===== src/hw/rtl/cst_pkg.sv =====
// counting semaphore table: shared types, constants and codes
// used by cst_alloc and counting_semaphore_table_core; no dependencies
package cst_pkg;

  // table geometry
  localparam int unsigned NumSems    = 256;
  localparam int unsigned NumThreads = 16;
  localparam int unsigned CountW     = 16;

  localparam int unsigned SemW  = $clog2(NumSems);
  localparam int unsigned ThrW  = $clog2(NumThreads);
  localparam int unsigned HeadW = ThrW + 1;

  // slot allocator: in-use bits grouped in rows
  localparam int unsigned GrpSize = 16;
  localparam int unsigned NumGrps = NumSems / GrpSize;
  localparam int unsigned BitW    = $clog2(GrpSize);
  localparam int unsigned GrpW    = SemW - BitW;

  // empty-list mark of a wait list
  localparam logic [HeadW-1:0] NoThread = HeadW'(NumThreads);

  typedef enum logic [1:0] {
    OpCreate = 2'd0,
    OpDelete = 2'd1,
    OpTake   = 2'd2,
    OpGive   = 2'd3
  } op_e;

  typedef enum logic [2:0] {
    StOk      = 3'd0,
    StNoSem   = 3'd1,
    StWaiters = 3'd2,
    StFull    = 3'd3,
    StBlocked = 3'd4
  } status_e;

  typedef enum logic [1:0] {
    SIdle,
    SAlloc,
    SExec,
    SPop
  } state_e;

  typedef struct packed {
    op_e         opcode;
    logic [7:0]  sem_index;
    logic [3:0]  caller_thread;
    logic [15:0] initial_coins;
  } req_t;

  typedef struct packed {
    logic [2:0] status;
    logic [7:0] slot_out;
    logic       woken_valid;
    logic [3:0] woken_thread;
  } rsp_t;

  // one semaphore entry in the table memory
  typedef struct packed {
    logic [HeadW-1:0]  head;
    logic [CountW-1:0] coins;
  } ent_t;

  // update of the in-use bits
  typedef struct packed {
    logic            set;
    logic            clr;
    logic [SemW-1:0] slot;
  } alloc_cmd_t;

endpackage


===== src/hw/rtl/cst_alloc.sv =====
// slot allocator: in-use bit per semaphore and two-step lowest-free search
// depends on cst_pkg
module cst_alloc (
  input  logic                  clk_i,
  input  logic                  rst_ni,
  input  logic                  find_i,
  input  cst_pkg::alloc_cmd_t   cmd_i,
  input  logic [cst_pkg::SemW-1:0] query_slot_i,
  output logic                  in_use_o,
  output logic                  free_ok_o,
  output logic [cst_pkg::SemW-1:0] free_slot_o
);
  import cst_pkg::*;

  logic [GrpSize-1:0] in_use_q [NumGrps];
  logic [NumGrps-1:0] grp_free;
  logic [GrpW-1:0]    grp_d, grp_q;
  logic               any_d, any_q;
  logic [GrpSize-1:0] row;
  logic [BitW-1:0]    bit_sel;

  // in-use bits, cleared at reset
  always_ff @(posedge clk_i or negedge rst_ni) begin
    if (!rst_ni) begin
      for (int g = 0; g < NumGrps; g++) begin
        in_use_q[g] <= '0;
      end
    end else if (cmd_i.set) begin
      in_use_q[cmd_i.slot[SemW-1:BitW]][cmd_i.slot[BitW-1:0]] <= 1'b1;
    end else if (cmd_i.clr) begin
      in_use_q[cmd_i.slot[SemW-1:BitW]][cmd_i.slot[BitW-1:0]] <= 1'b0;
    end
  end

  assign in_use_o = in_use_q[query_slot_i[SemW-1:BitW]][query_slot_i[BitW-1:0]];

  // first step: lowest row with a free slot
  always_comb begin
    grp_d = '0;
    for (int g = 0; g < NumGrps; g++) begin
      grp_free[g] = ~&in_use_q[g];
    end
    for (int g = NumGrps - 1; g >= 0; g--) begin
      if (grp_free[g]) grp_d = GrpW'(g);
    end
    any_d = |grp_free;
  end

  always_ff @(posedge clk_i) begin
    if (find_i) begin
      grp_q <= grp_d;
      any_q <= any_d;
    end
  end

  // second step: lowest free bit inside the chosen row
  always_comb begin
    row     = in_use_q[grp_q];
    bit_sel = '0;
    for (int b = GrpSize - 1; b >= 0; b--) begin
      if (!row[b]) bit_sel = BitW'(b);
    end
  end

  assign free_ok_o   = any_q;
  assign free_slot_o = {grp_q, bit_sel};

endmodule


===== config.mk =====
export PLATFORM = sky130hd
export DESIGN_NAME = cst_alloc
export DESIGN_NICKNAME = d
export VERILOG_FILES = /design/src/hw/rtl/cst_pkg.sv /design/src/hw/rtl/cst_alloc.sv
export SDC_FILE = /design/constraint.sdc
export NUM_CORES = 1
export LEC_CHECK = 0
export BUFFER_PORTS_ARGS = -buffer_cell sky130_fd_sc_hd__buf_2
export CAP_MARGIN = 15
export CORE_ASPECT_RATIO = 1.1
export CORE_UTILIZATION = 45
export DETAILED_ROUTE_END_ITERATION = 10
export GPL_ROUTABILITY_DRIVEN = 0
export GPL_TIMING_DRIVEN = 1
export PLACE_DENSITY_LB_ADDON = 0.2
export SETUP_SLACK_MARGIN = 0.02
export SYNTH_ARGS = -nofsm -noshare
export SYNTH_HDL_FRONTEND = slang
export SYNTH_SLANG_ARGS = --single-unit

===== constraint.sdc =====
create_clock -name clk_i -period 9.4 [get_ports clk_i]
set_input_delay 2.82 -clock clk_i [delete_from_list [all_inputs] [get_ports clk_i]]
set_output_delay 2.82 -clock clk_i [all_outputs]
set_load 0.05 [all_outputs]

; ---- Word level (Yosys, flattened, before mapping)
; Cells that the tools add are included.
[word_totals]
ram_bits = 0
inputBits = 21
latchBits = 0
n_memories = 0
wordCells = 118
romBits = 0
register_bits = 261
out_inout_bits = 10
[classes]
reduce_logical = 39
n_eq_ne = 0
order_cmp = 7
multipliers = 0
mux = 45
shift = 0
n_addsub = 0
n_div = 0
bitwise_logic = 6
[ops]
columns = cell, n
row1 = 2-to-1 mux 256 bit, 2
row2 = AND 256 bit, 1
row3 = inverter 256 bit, 1
row4 = bitwise OR 256 bit, 1
row5 = AND reduction 16 bit, 16
row6 = binary-select mux 16 bit (select 4 bit), 2
row7 = AND reduction 128 bit, 1
row8 = 2-to-1 mux 4 bit, 24
row9 = 2-to-1 mux 16 bit, 5
row10 = demux 16 bit (select 4 bit), 1
row11 = AND reduction 64 bit, 1
row12 = AND reduction 32 bit, 1
row13 = zero test 1 bit, 16
row14 = OR reduction 16 bit, 1
row15 = greater-or-equal comparator 5 bit (second input constant), 3
row16 = inverter 4 -> 5 bit, 3
row17 = 2-to-1 mux 3 bit, 4
row18 = less-than comparator 4 x 5 -> 1 bit (second input constant), 2
row19 = less-than comparator 5 x 1 -> 1 bit (second input constant), 1
row20 = binary-select mux 1 bit (select 4 bit), 1
row21 = demux 1 bit (select 4 bit), 1
row22 = greater-or-equal comparator 4 x 1 -> 1 bit (second input constant), 1
row23 = 2-to-1 mux 2 bit, 2
row24 = 2-to-1 mux 1 bit, 3
row25 = 2 further kinds, 3

; ---- Logic depth before layout (Yosys ltp)
; Gate-level depths: netlist of run 1.
[logic_depth]
word_depth = 20
mapped_depth = 9
depth_no_buf = 6

; ---- Worst setup path after synthesis of run 1
; OpenSTA, ideal clock, no wires.
[synth_path]
path_type = input-to-output
start = input query_slot_i[5] (netlist name)
end = output in_use_o
slack_ns = 1.361
n_path_buf = 3
cell_stages = 8
arrival_time_ns = 5.219
required_ns = 6.580
path_cell_list = buf_2 -> clkbuf_1 -> clkbuf_1 -> mux4_2 -> a221oi_1 -> nor3_1 -> a211o_1 -> mux4_2
[synth_between]
elab_chain_len = 6
[synth_lines]
columns = item, line
row1 = "start, declared", cst_alloc.sv:8  ; input logic [cst_pkg::SemW-1:0] query_slot_i,
row2 = inverter 4 -> 5 bit (implied by the code), cst_alloc.sv:35  ; assign in_use_o = in_use_q[query_slot_i[SemW-1:BitW]][query_slot_i[BitW-1:0]];
row3 = binary-select mux 16 bit (select 4 bit), cst_alloc.sv:35
row4 = 2-to-1 mux 16 bit (implied by the code) (2 in series), cst_alloc.sv:35
row5 = binary-select mux 1 bit (select 4 bit), cst_alloc.sv:35
row6 = 2-to-1 mux 1 bit (implied by the code), cst_alloc.sv:35
row7 = "end, declared", cst_alloc.sv:9  ; output logic in_use_o,
; No other way between the ends. The select of a mux whose other input is x is not followed.

; ---- Worst setup path after layout of run 1
[layout_path]
start = input query_slot_i[4] (netlist name)
end = output in_use_o
; Same word-level chain as after synthesis.

==> metrics.txt, run 1 <==
DRC viols=0; post-DP HPWL=38.0 mm; Top FF cell, synth=dfrtp_1; die width=181 um; largest buffer count on any clock path=3; CP max stage cell=mux4_2; PostCTS Resize Cnt=0; Reg area=6560 um2; core area=34400 um2; final slew viol count=0; Setup Buffers After CTS=0; DP Area=16400 um2; Top Family by Delay on Critical Path=multiplexers; CTS Buf Count=29; critical path class=in -> out; CP Launch Type=input pin; H-Tree Depth=1; switching pwr=0.779 mW; most common cell after layout, fill and taps aside=nand2_1; antenna viol nets, final=0; share of cells above drive strength 1=31.5%; final setup vio count=0; antenna violations before repair=2; most frequent cells in the layout=nand2_1, dfrtp_1, mux2_2; worst min-delay path class=reg -> reg; CP arrival=5.78 ns; syn avg cell area=11.2 um2; All-Layer GR Usage=30.5%; Internal=2.08 mW; Lkg Pwr=7.33 nW; FP Rows=71; Max FO, Critical Path=33; Setup TNS=0 ns; Crit path top cell by count=mux4_2; hold slack final=0.561 ns; clock-pin slew on the worst setup and hold paths=0.07 ns; Worst EP required=6.58 ns; Root Driver=clkbuf_16; pwr dens=164 nW/um2; vias=12700; Setup crit end kind=output pin; worst-skew pair later-pin latency=0.57 ns; Cell Area, Synth=15800 um2; CP Cell Sequence=buf_4, buf_12, mux4_2, a221oi_2, o22ai_1, a211o_1, mux4_2, buf_2; Fin. Hold Viols=0; Fillers=3020; clock sink count=261; first-pass GRT wire length=81.8 mm; DIE HEIGHT=199 um; number of max-cap violations=0; final design utilization=50.7%; Clock Skew=0.0192 ns; Max-Slew Margin vs Limit=17.8%; vias in the first global route=12500; Gate Count Post-Synth=1414; Least-Margin Pin Slew=1.23 ns; Initial Util=46.0%; Synth Warn #=0; outcome=complete, no violations; via/cell ratio=6.87; I/O pin count=31; Post-synth EDFFs=5; Fmax achieved=116 MHz; die area=35900 um2; Seq/Total Area, Yosys=41.5%; Post-CTS Hold Buffers=0; fin nets=1415; buffers plus inverters on the worst setup path=3; sequential power share=46.6%; CTS tree=yes; DRT Wirelength=53.3 mm; Critical Path Max Stage Delay=0.56 ns; initial DRC count=1593; Seq cells post-synth=261; Comb pwr share=11.8%; number of distinct library cells after synthesis=43; ys async rst share=98.1%; Sw Ratio=27.3%; maximum vdd drop=0.000116 V; GR Overflow Total=0; clock group share of total power=41.6%; Pre-antenna DRT Iters=7; Post-Syn Nets=1435; I/O Buffers=30; area grow syn2layout=10.2%; area occupied by multi-input gates=8800 um2; WL/cell=28.8 um; period utilisation layout=91.5%; RSZ-0062 raised after global routing=no; design area=17400 um2; fin crit period=8.60 ns; largest net degree at the start of global routing=180
## routing by layer
| metal | part of all wire, % | GRT usage [%] | wire length [um] | vias up |
|---|---|---|---|---|
| met4 | 4.8 | 14.4 | 2550 | 0 |
| met1 | 40 | 42.9 | 21500 | 6470 |
| met5 | 0 | 0 | 0 | - |
| met2 | 45 | 45.8 | 24100 | 807 |
| li1 | - | - | - | 5302 |
| met3 | 9.7 | 5.44 | 5190 | 161 |
## cell usage after synthesis (2+ instances only)
cell,n,area (um2)
nand4_1,69,432
nor3_1,21,105
nand2_1,297,1110
nor2_1,29,109
nor4_1,23,144
and2_1,5,31.3
nand2b_1,11,68.8
buf_12,2,40.0
o211ai_1,4,30.0
mux4_2,129,2910
o21ai_0,73,365
edfxtp_1,5,150
dfrtp_1,256,6410
a21oi_1,7,35.0
buf_4,3,22.5
or4_1,3,22.5
buf_6,4,45.0
a211o_1,4,35.0
nand3_1,81,405
mux4_1,5,131
a21boi_0,3,22.5
buf_1,3,11.3
mux2_2,185,2080
a31oi_1,3,18.8
o22ai_1,3,18.8
a22o_1,19,166
clkbuf_1,98,368
buf_2,8,40.0
a22oi_1,18,135
inv_1,3,11.3
a221oi_2,3,45.0
a221oi_1,15,131
nor2b_1,12,75.1
## power groups by stage
stage / clock network, mW / registers, mW / logic [mW]
2_1_floorplan: 0 / 1.28 / 0.246
6_report: 1.19 / 1.33 / 0.337
3_3_place_gp: 0 / 1.34 / 0.326
3_5_place_dp: 0 / 1.34 / 0.335
4_1_cts: 1.21 / 1.32 / 0.336
5_1_grt: 1.25 / 1.33 / 0.365
## final cells by class
| class | count | area share, % |
|---|---|---|
| Antenna cell | 2 | 0.0287 |
| Clock buffer | 46 | 5.23 |
| Clock inverter | 5 | 0.460 |
| Inverter | 3 | 0.0647 |
| Multi-Input combinational cell | 1032 | 50.6 |
| Sequential cell | 261 | 37.6 |
| Tap cell | 438 | 3.15 |
| Timing Repair Buffer | 67 | 2.87 |
## metrics by stage
step                      total power [mW]  instances  worst slack, ns
after global placement                1.67       1800            0.892
after detailed placement              1.68       1801            0.817
final                                 2.86       1854            0.799
after global routing                  2.95       1854            0.663
after CTS                             2.86       1852            0.811
after floorplan                       1.52       1414             1.36
## kinds of logic (layout without fill, tap and decap cells)
group / after synthesis / after routing / synth area share, %
AND/OR/NAND/NOR: 557 / 557 / 16.2
buffers and inverters: 121 / 121 / 3.40
multiplexers: 320 / 320 / 32.5
other: 0 / 2 / 0
flip-flops: 261 / 261 / 41.5
AO/OA/AOI/OAI: 155 / 155 / 6.51
## path summary, 6_finish.rpt
path / startpoint / to / slack [ns] / cells after the start
hold reg to reg: register / register / 0.56 / 1
min in group asynchronous: rst_ni / async pin / 2.24 / 1
hold / removal: register / register / 0.56 / 1
max in group asynchronous: rst_ni / async pin / 5.68 / 2
setup / recovery: query_slot_i[4] / in_use_o / 0.80 / 8
setup reg to reg: register / grp_q[1] / 6.98 / 6
Note: power is estimated with default switching activity, not from simulation.
==> inputs of run 2 (changes only) <==
==> constraint.sdc (replaced) <==
create_clock -name clk_i -period 9.83 [get_ports clk_i]
set_input_delay 2.949 -clock clk_i [delete_from_list [all_inputs] [get_ports clk_i]]
set_output_delay 2.949 -clock clk_i [all_outputs]
set_load 0.05 [all_outputs]
==> metrics.txt, run 2 (same netlist as run 1, synthesis figures left out) <==
core area=34400 um2 (unchanged); Top Family by Delay on Critical Path=multiplexers; R2R setup slack=7.42 ns (+0.44 ns); most common cell after layout, fill and taps aside=nand2_1; Crit path top cell by count=mux4_2; Pre-antenna DRT Iters=7 (unchanged); Max FO, Critical Path=33 (unchanged); Fin. Hold Viols=0 (unchanged); sequential power share=45.9% (-0.7 points); FP Rows=71 (unchanged); final setup vio count=0 (unchanged); vias in the first global route=12500 (+0.32%); Sw Ratio=27.0% (-0.22 points); die area=35900 um2 (unchanged); Lkg Pwr=7.39 nW (+0.76%); Root Driver=clkbuf_16; reg2reg path depth=5 (-1); Initial Util=46.0% (unchanged); r2r endpoint=grp_q[0]; DRC viols=0 (unchanged); Worst EP required=6.88 ns (+0.30 ns); CP Launch Type=input pin; PostCTS Resize Cnt=0 (unchanged); final slew viol count=0 (unchanged); DIE HEIGHT=199 um (unchanged); clock group share of total power=42.4% (+0.8 points); Comb pwr share=11.7% (about the same); All-Layer GR Usage=30.5% (about the same); clock-pin slew on the worst setup and hold paths=0.06 ns (about the same); buffers plus inverters on the worst setup path=5 (+2); worst min-delay path class=reg -> reg; CP Cell Sequence=buf_4, buf_12, buf_4, mux4_2, a221oi_1, mux4_2, inv_1, mux4_2, buf_2; period utilisation layout=89.1%; post-DP HPWL=37.9 mm (-0.24%); largest buffer count on any clock path=3 (unchanged); Internal=2.02 mW (-2.6%); I/O Buffers=30 (unchanged); pwr dens=158 nW/um2 (-3.3%); most frequent cells in the layout=nand2_1, dfrtp_1, mux2_2; antenna violations before repair=1 (-1); first-pass GRT wire length=82.0 mm (+0.26%); initial DRC count=1611 (+1.1%); area grow syn2layout=10.7%; CP max stage cell=mux4_2; vias=12900 (+1.2%); H-Tree Depth=1 (unchanged); Critical Path Max Stage Delay=0.54 ns (-0.02 ns); Setup Buffers After CTS=0 (unchanged); Max-Slew Margin vs Limit=21.4% (+3.6 points); GR Overflow Total=0 (unchanged); clock sink count=261 (unchanged); worst-skew pair later-pin latency=0.56 ns (about the same); RSZ-0062 raised after global routing=no; antenna viol nets, final=0 (unchanged); fin crit period=8.76 ns; DRT Wirelength=53.2 mm (-0.13%); I/O pin count=31 (unchanged); WL/cell=28.6 um (-0.50%); CP arrival=5.81 ns (+0.03 ns); CTS tree=yes; Setup TNS=0 ns (unchanged); outcome=complete, no violations; switching pwr=0.750 mW (-3.7%); via/cell ratio=6.93 (+0.83%); die width=181 um (unchanged); number of max-cap violations=0 (unchanged); fin nets=1421 (+0.42%); DP Area=16400 um2 (about the same); Clock Skew=0.0126 ns (-0.00662 ns); Hold Crit Depth=1 (unchanged); Least-Margin Pin Slew=1.17 ns (-0.0563 ns); largest net degree at the start of global routing=173 (-3.9%); design area=17500 um2 (+0.49%); critical path class=in -> out; CTS Buf Count=29 (unchanged); Fmax achieved=114 MHz; Post-CTS Hold Buffers=0 (unchanged); maximum vdd drop=0.000139 V (+20%); Setup crit end kind=output pin; share of cells above drive strength 1=31.7% (+0.13 points)
run 2: cell count changes in the layout (fill, tap and decap cells not counted), moves of 3 or more:
cell	change
clkinv_2	+4
nor2_2	-3
nor2_1	+3
buf_4	+6
clkbuf_8	-5
bufinv_16	+3
run 2: area by class of cell:
| cell class | instances | area [um2] |
|---|---|---|
| fill | 3004 | 16900 |
| multi-input combinational | 1032 | 8810 |
| sequential | 261 | 6560 |
| clock buffer | 40 | 828 |
| timing repair buffer | 73 | 556 |
| tap | 438 | 548 |
| clock inverter | 12 | 191 |
| inverter | 3 | 11.3 |
| antenna | 2 | 5.00 |
run 2: stage by stage:
stage	utilization, %	cells	hold WS (ns)	total power, mW	worst slack (ns)
after detailed placement	47.8	1805	0.549	1.60	1.08
after global placement	47.8	1805	0.537	1.59	1.14
after CTS	50.8	1857	0.562	2.78	1.08
after floorplan	-	1414	0.496	1.46	1.53
final	50.9	1861	0.569	2.77	1.07
after global routing	50.9	1860	0.580	2.86	0.926
run 2: worst register-to-register path, stage by stage, from the launching register on:
cell and delay (ns):
dfrtp_1 0.46, nand4_1 0.23, nor4_1 0.72, o21ai_0 0.39
a21boi_0 0.25, o21ai_0 0.11
run 2: layer usage:
metal	global-route usage, %	vias to the layer above	share of wire [%]
met3	5.07	141	10
met5	0	-	0
li1	-	5335	-
met2	46.6	825	45
met4	13.6	0	4.7
met1	42.8	6593	40
run 2: power groups by stage:
stage / sequential (mW) / clock [mW] / combinational [mW]
after floorplan: 1.22 / 0 / 0.235
after global placement: 1.28 / 0 / 0.313
after detailed placement: 1.28 / 0 / 0.321
after CTS: 1.26 / 1.19 / 0.322
after global routing: 1.28 / 1.24 / 0.350
final: 1.27 / 1.18 / 0.325
run 2: worst max-delay path by stage:
stage / start / end / depth (start not counted)
floorplan: query_slot_i[5] / in_use_o / 8
CTS: query_slot_i[4] / in_use_o / 9
finish: query_slot_i[4] / in_use_o / 9
global route: query_slot_i[4] / in_use_o / 9
detailed placement: query_slot_i[4] / in_use_o / 9
global placement: query_slot_i[4] / in_use_o / 9
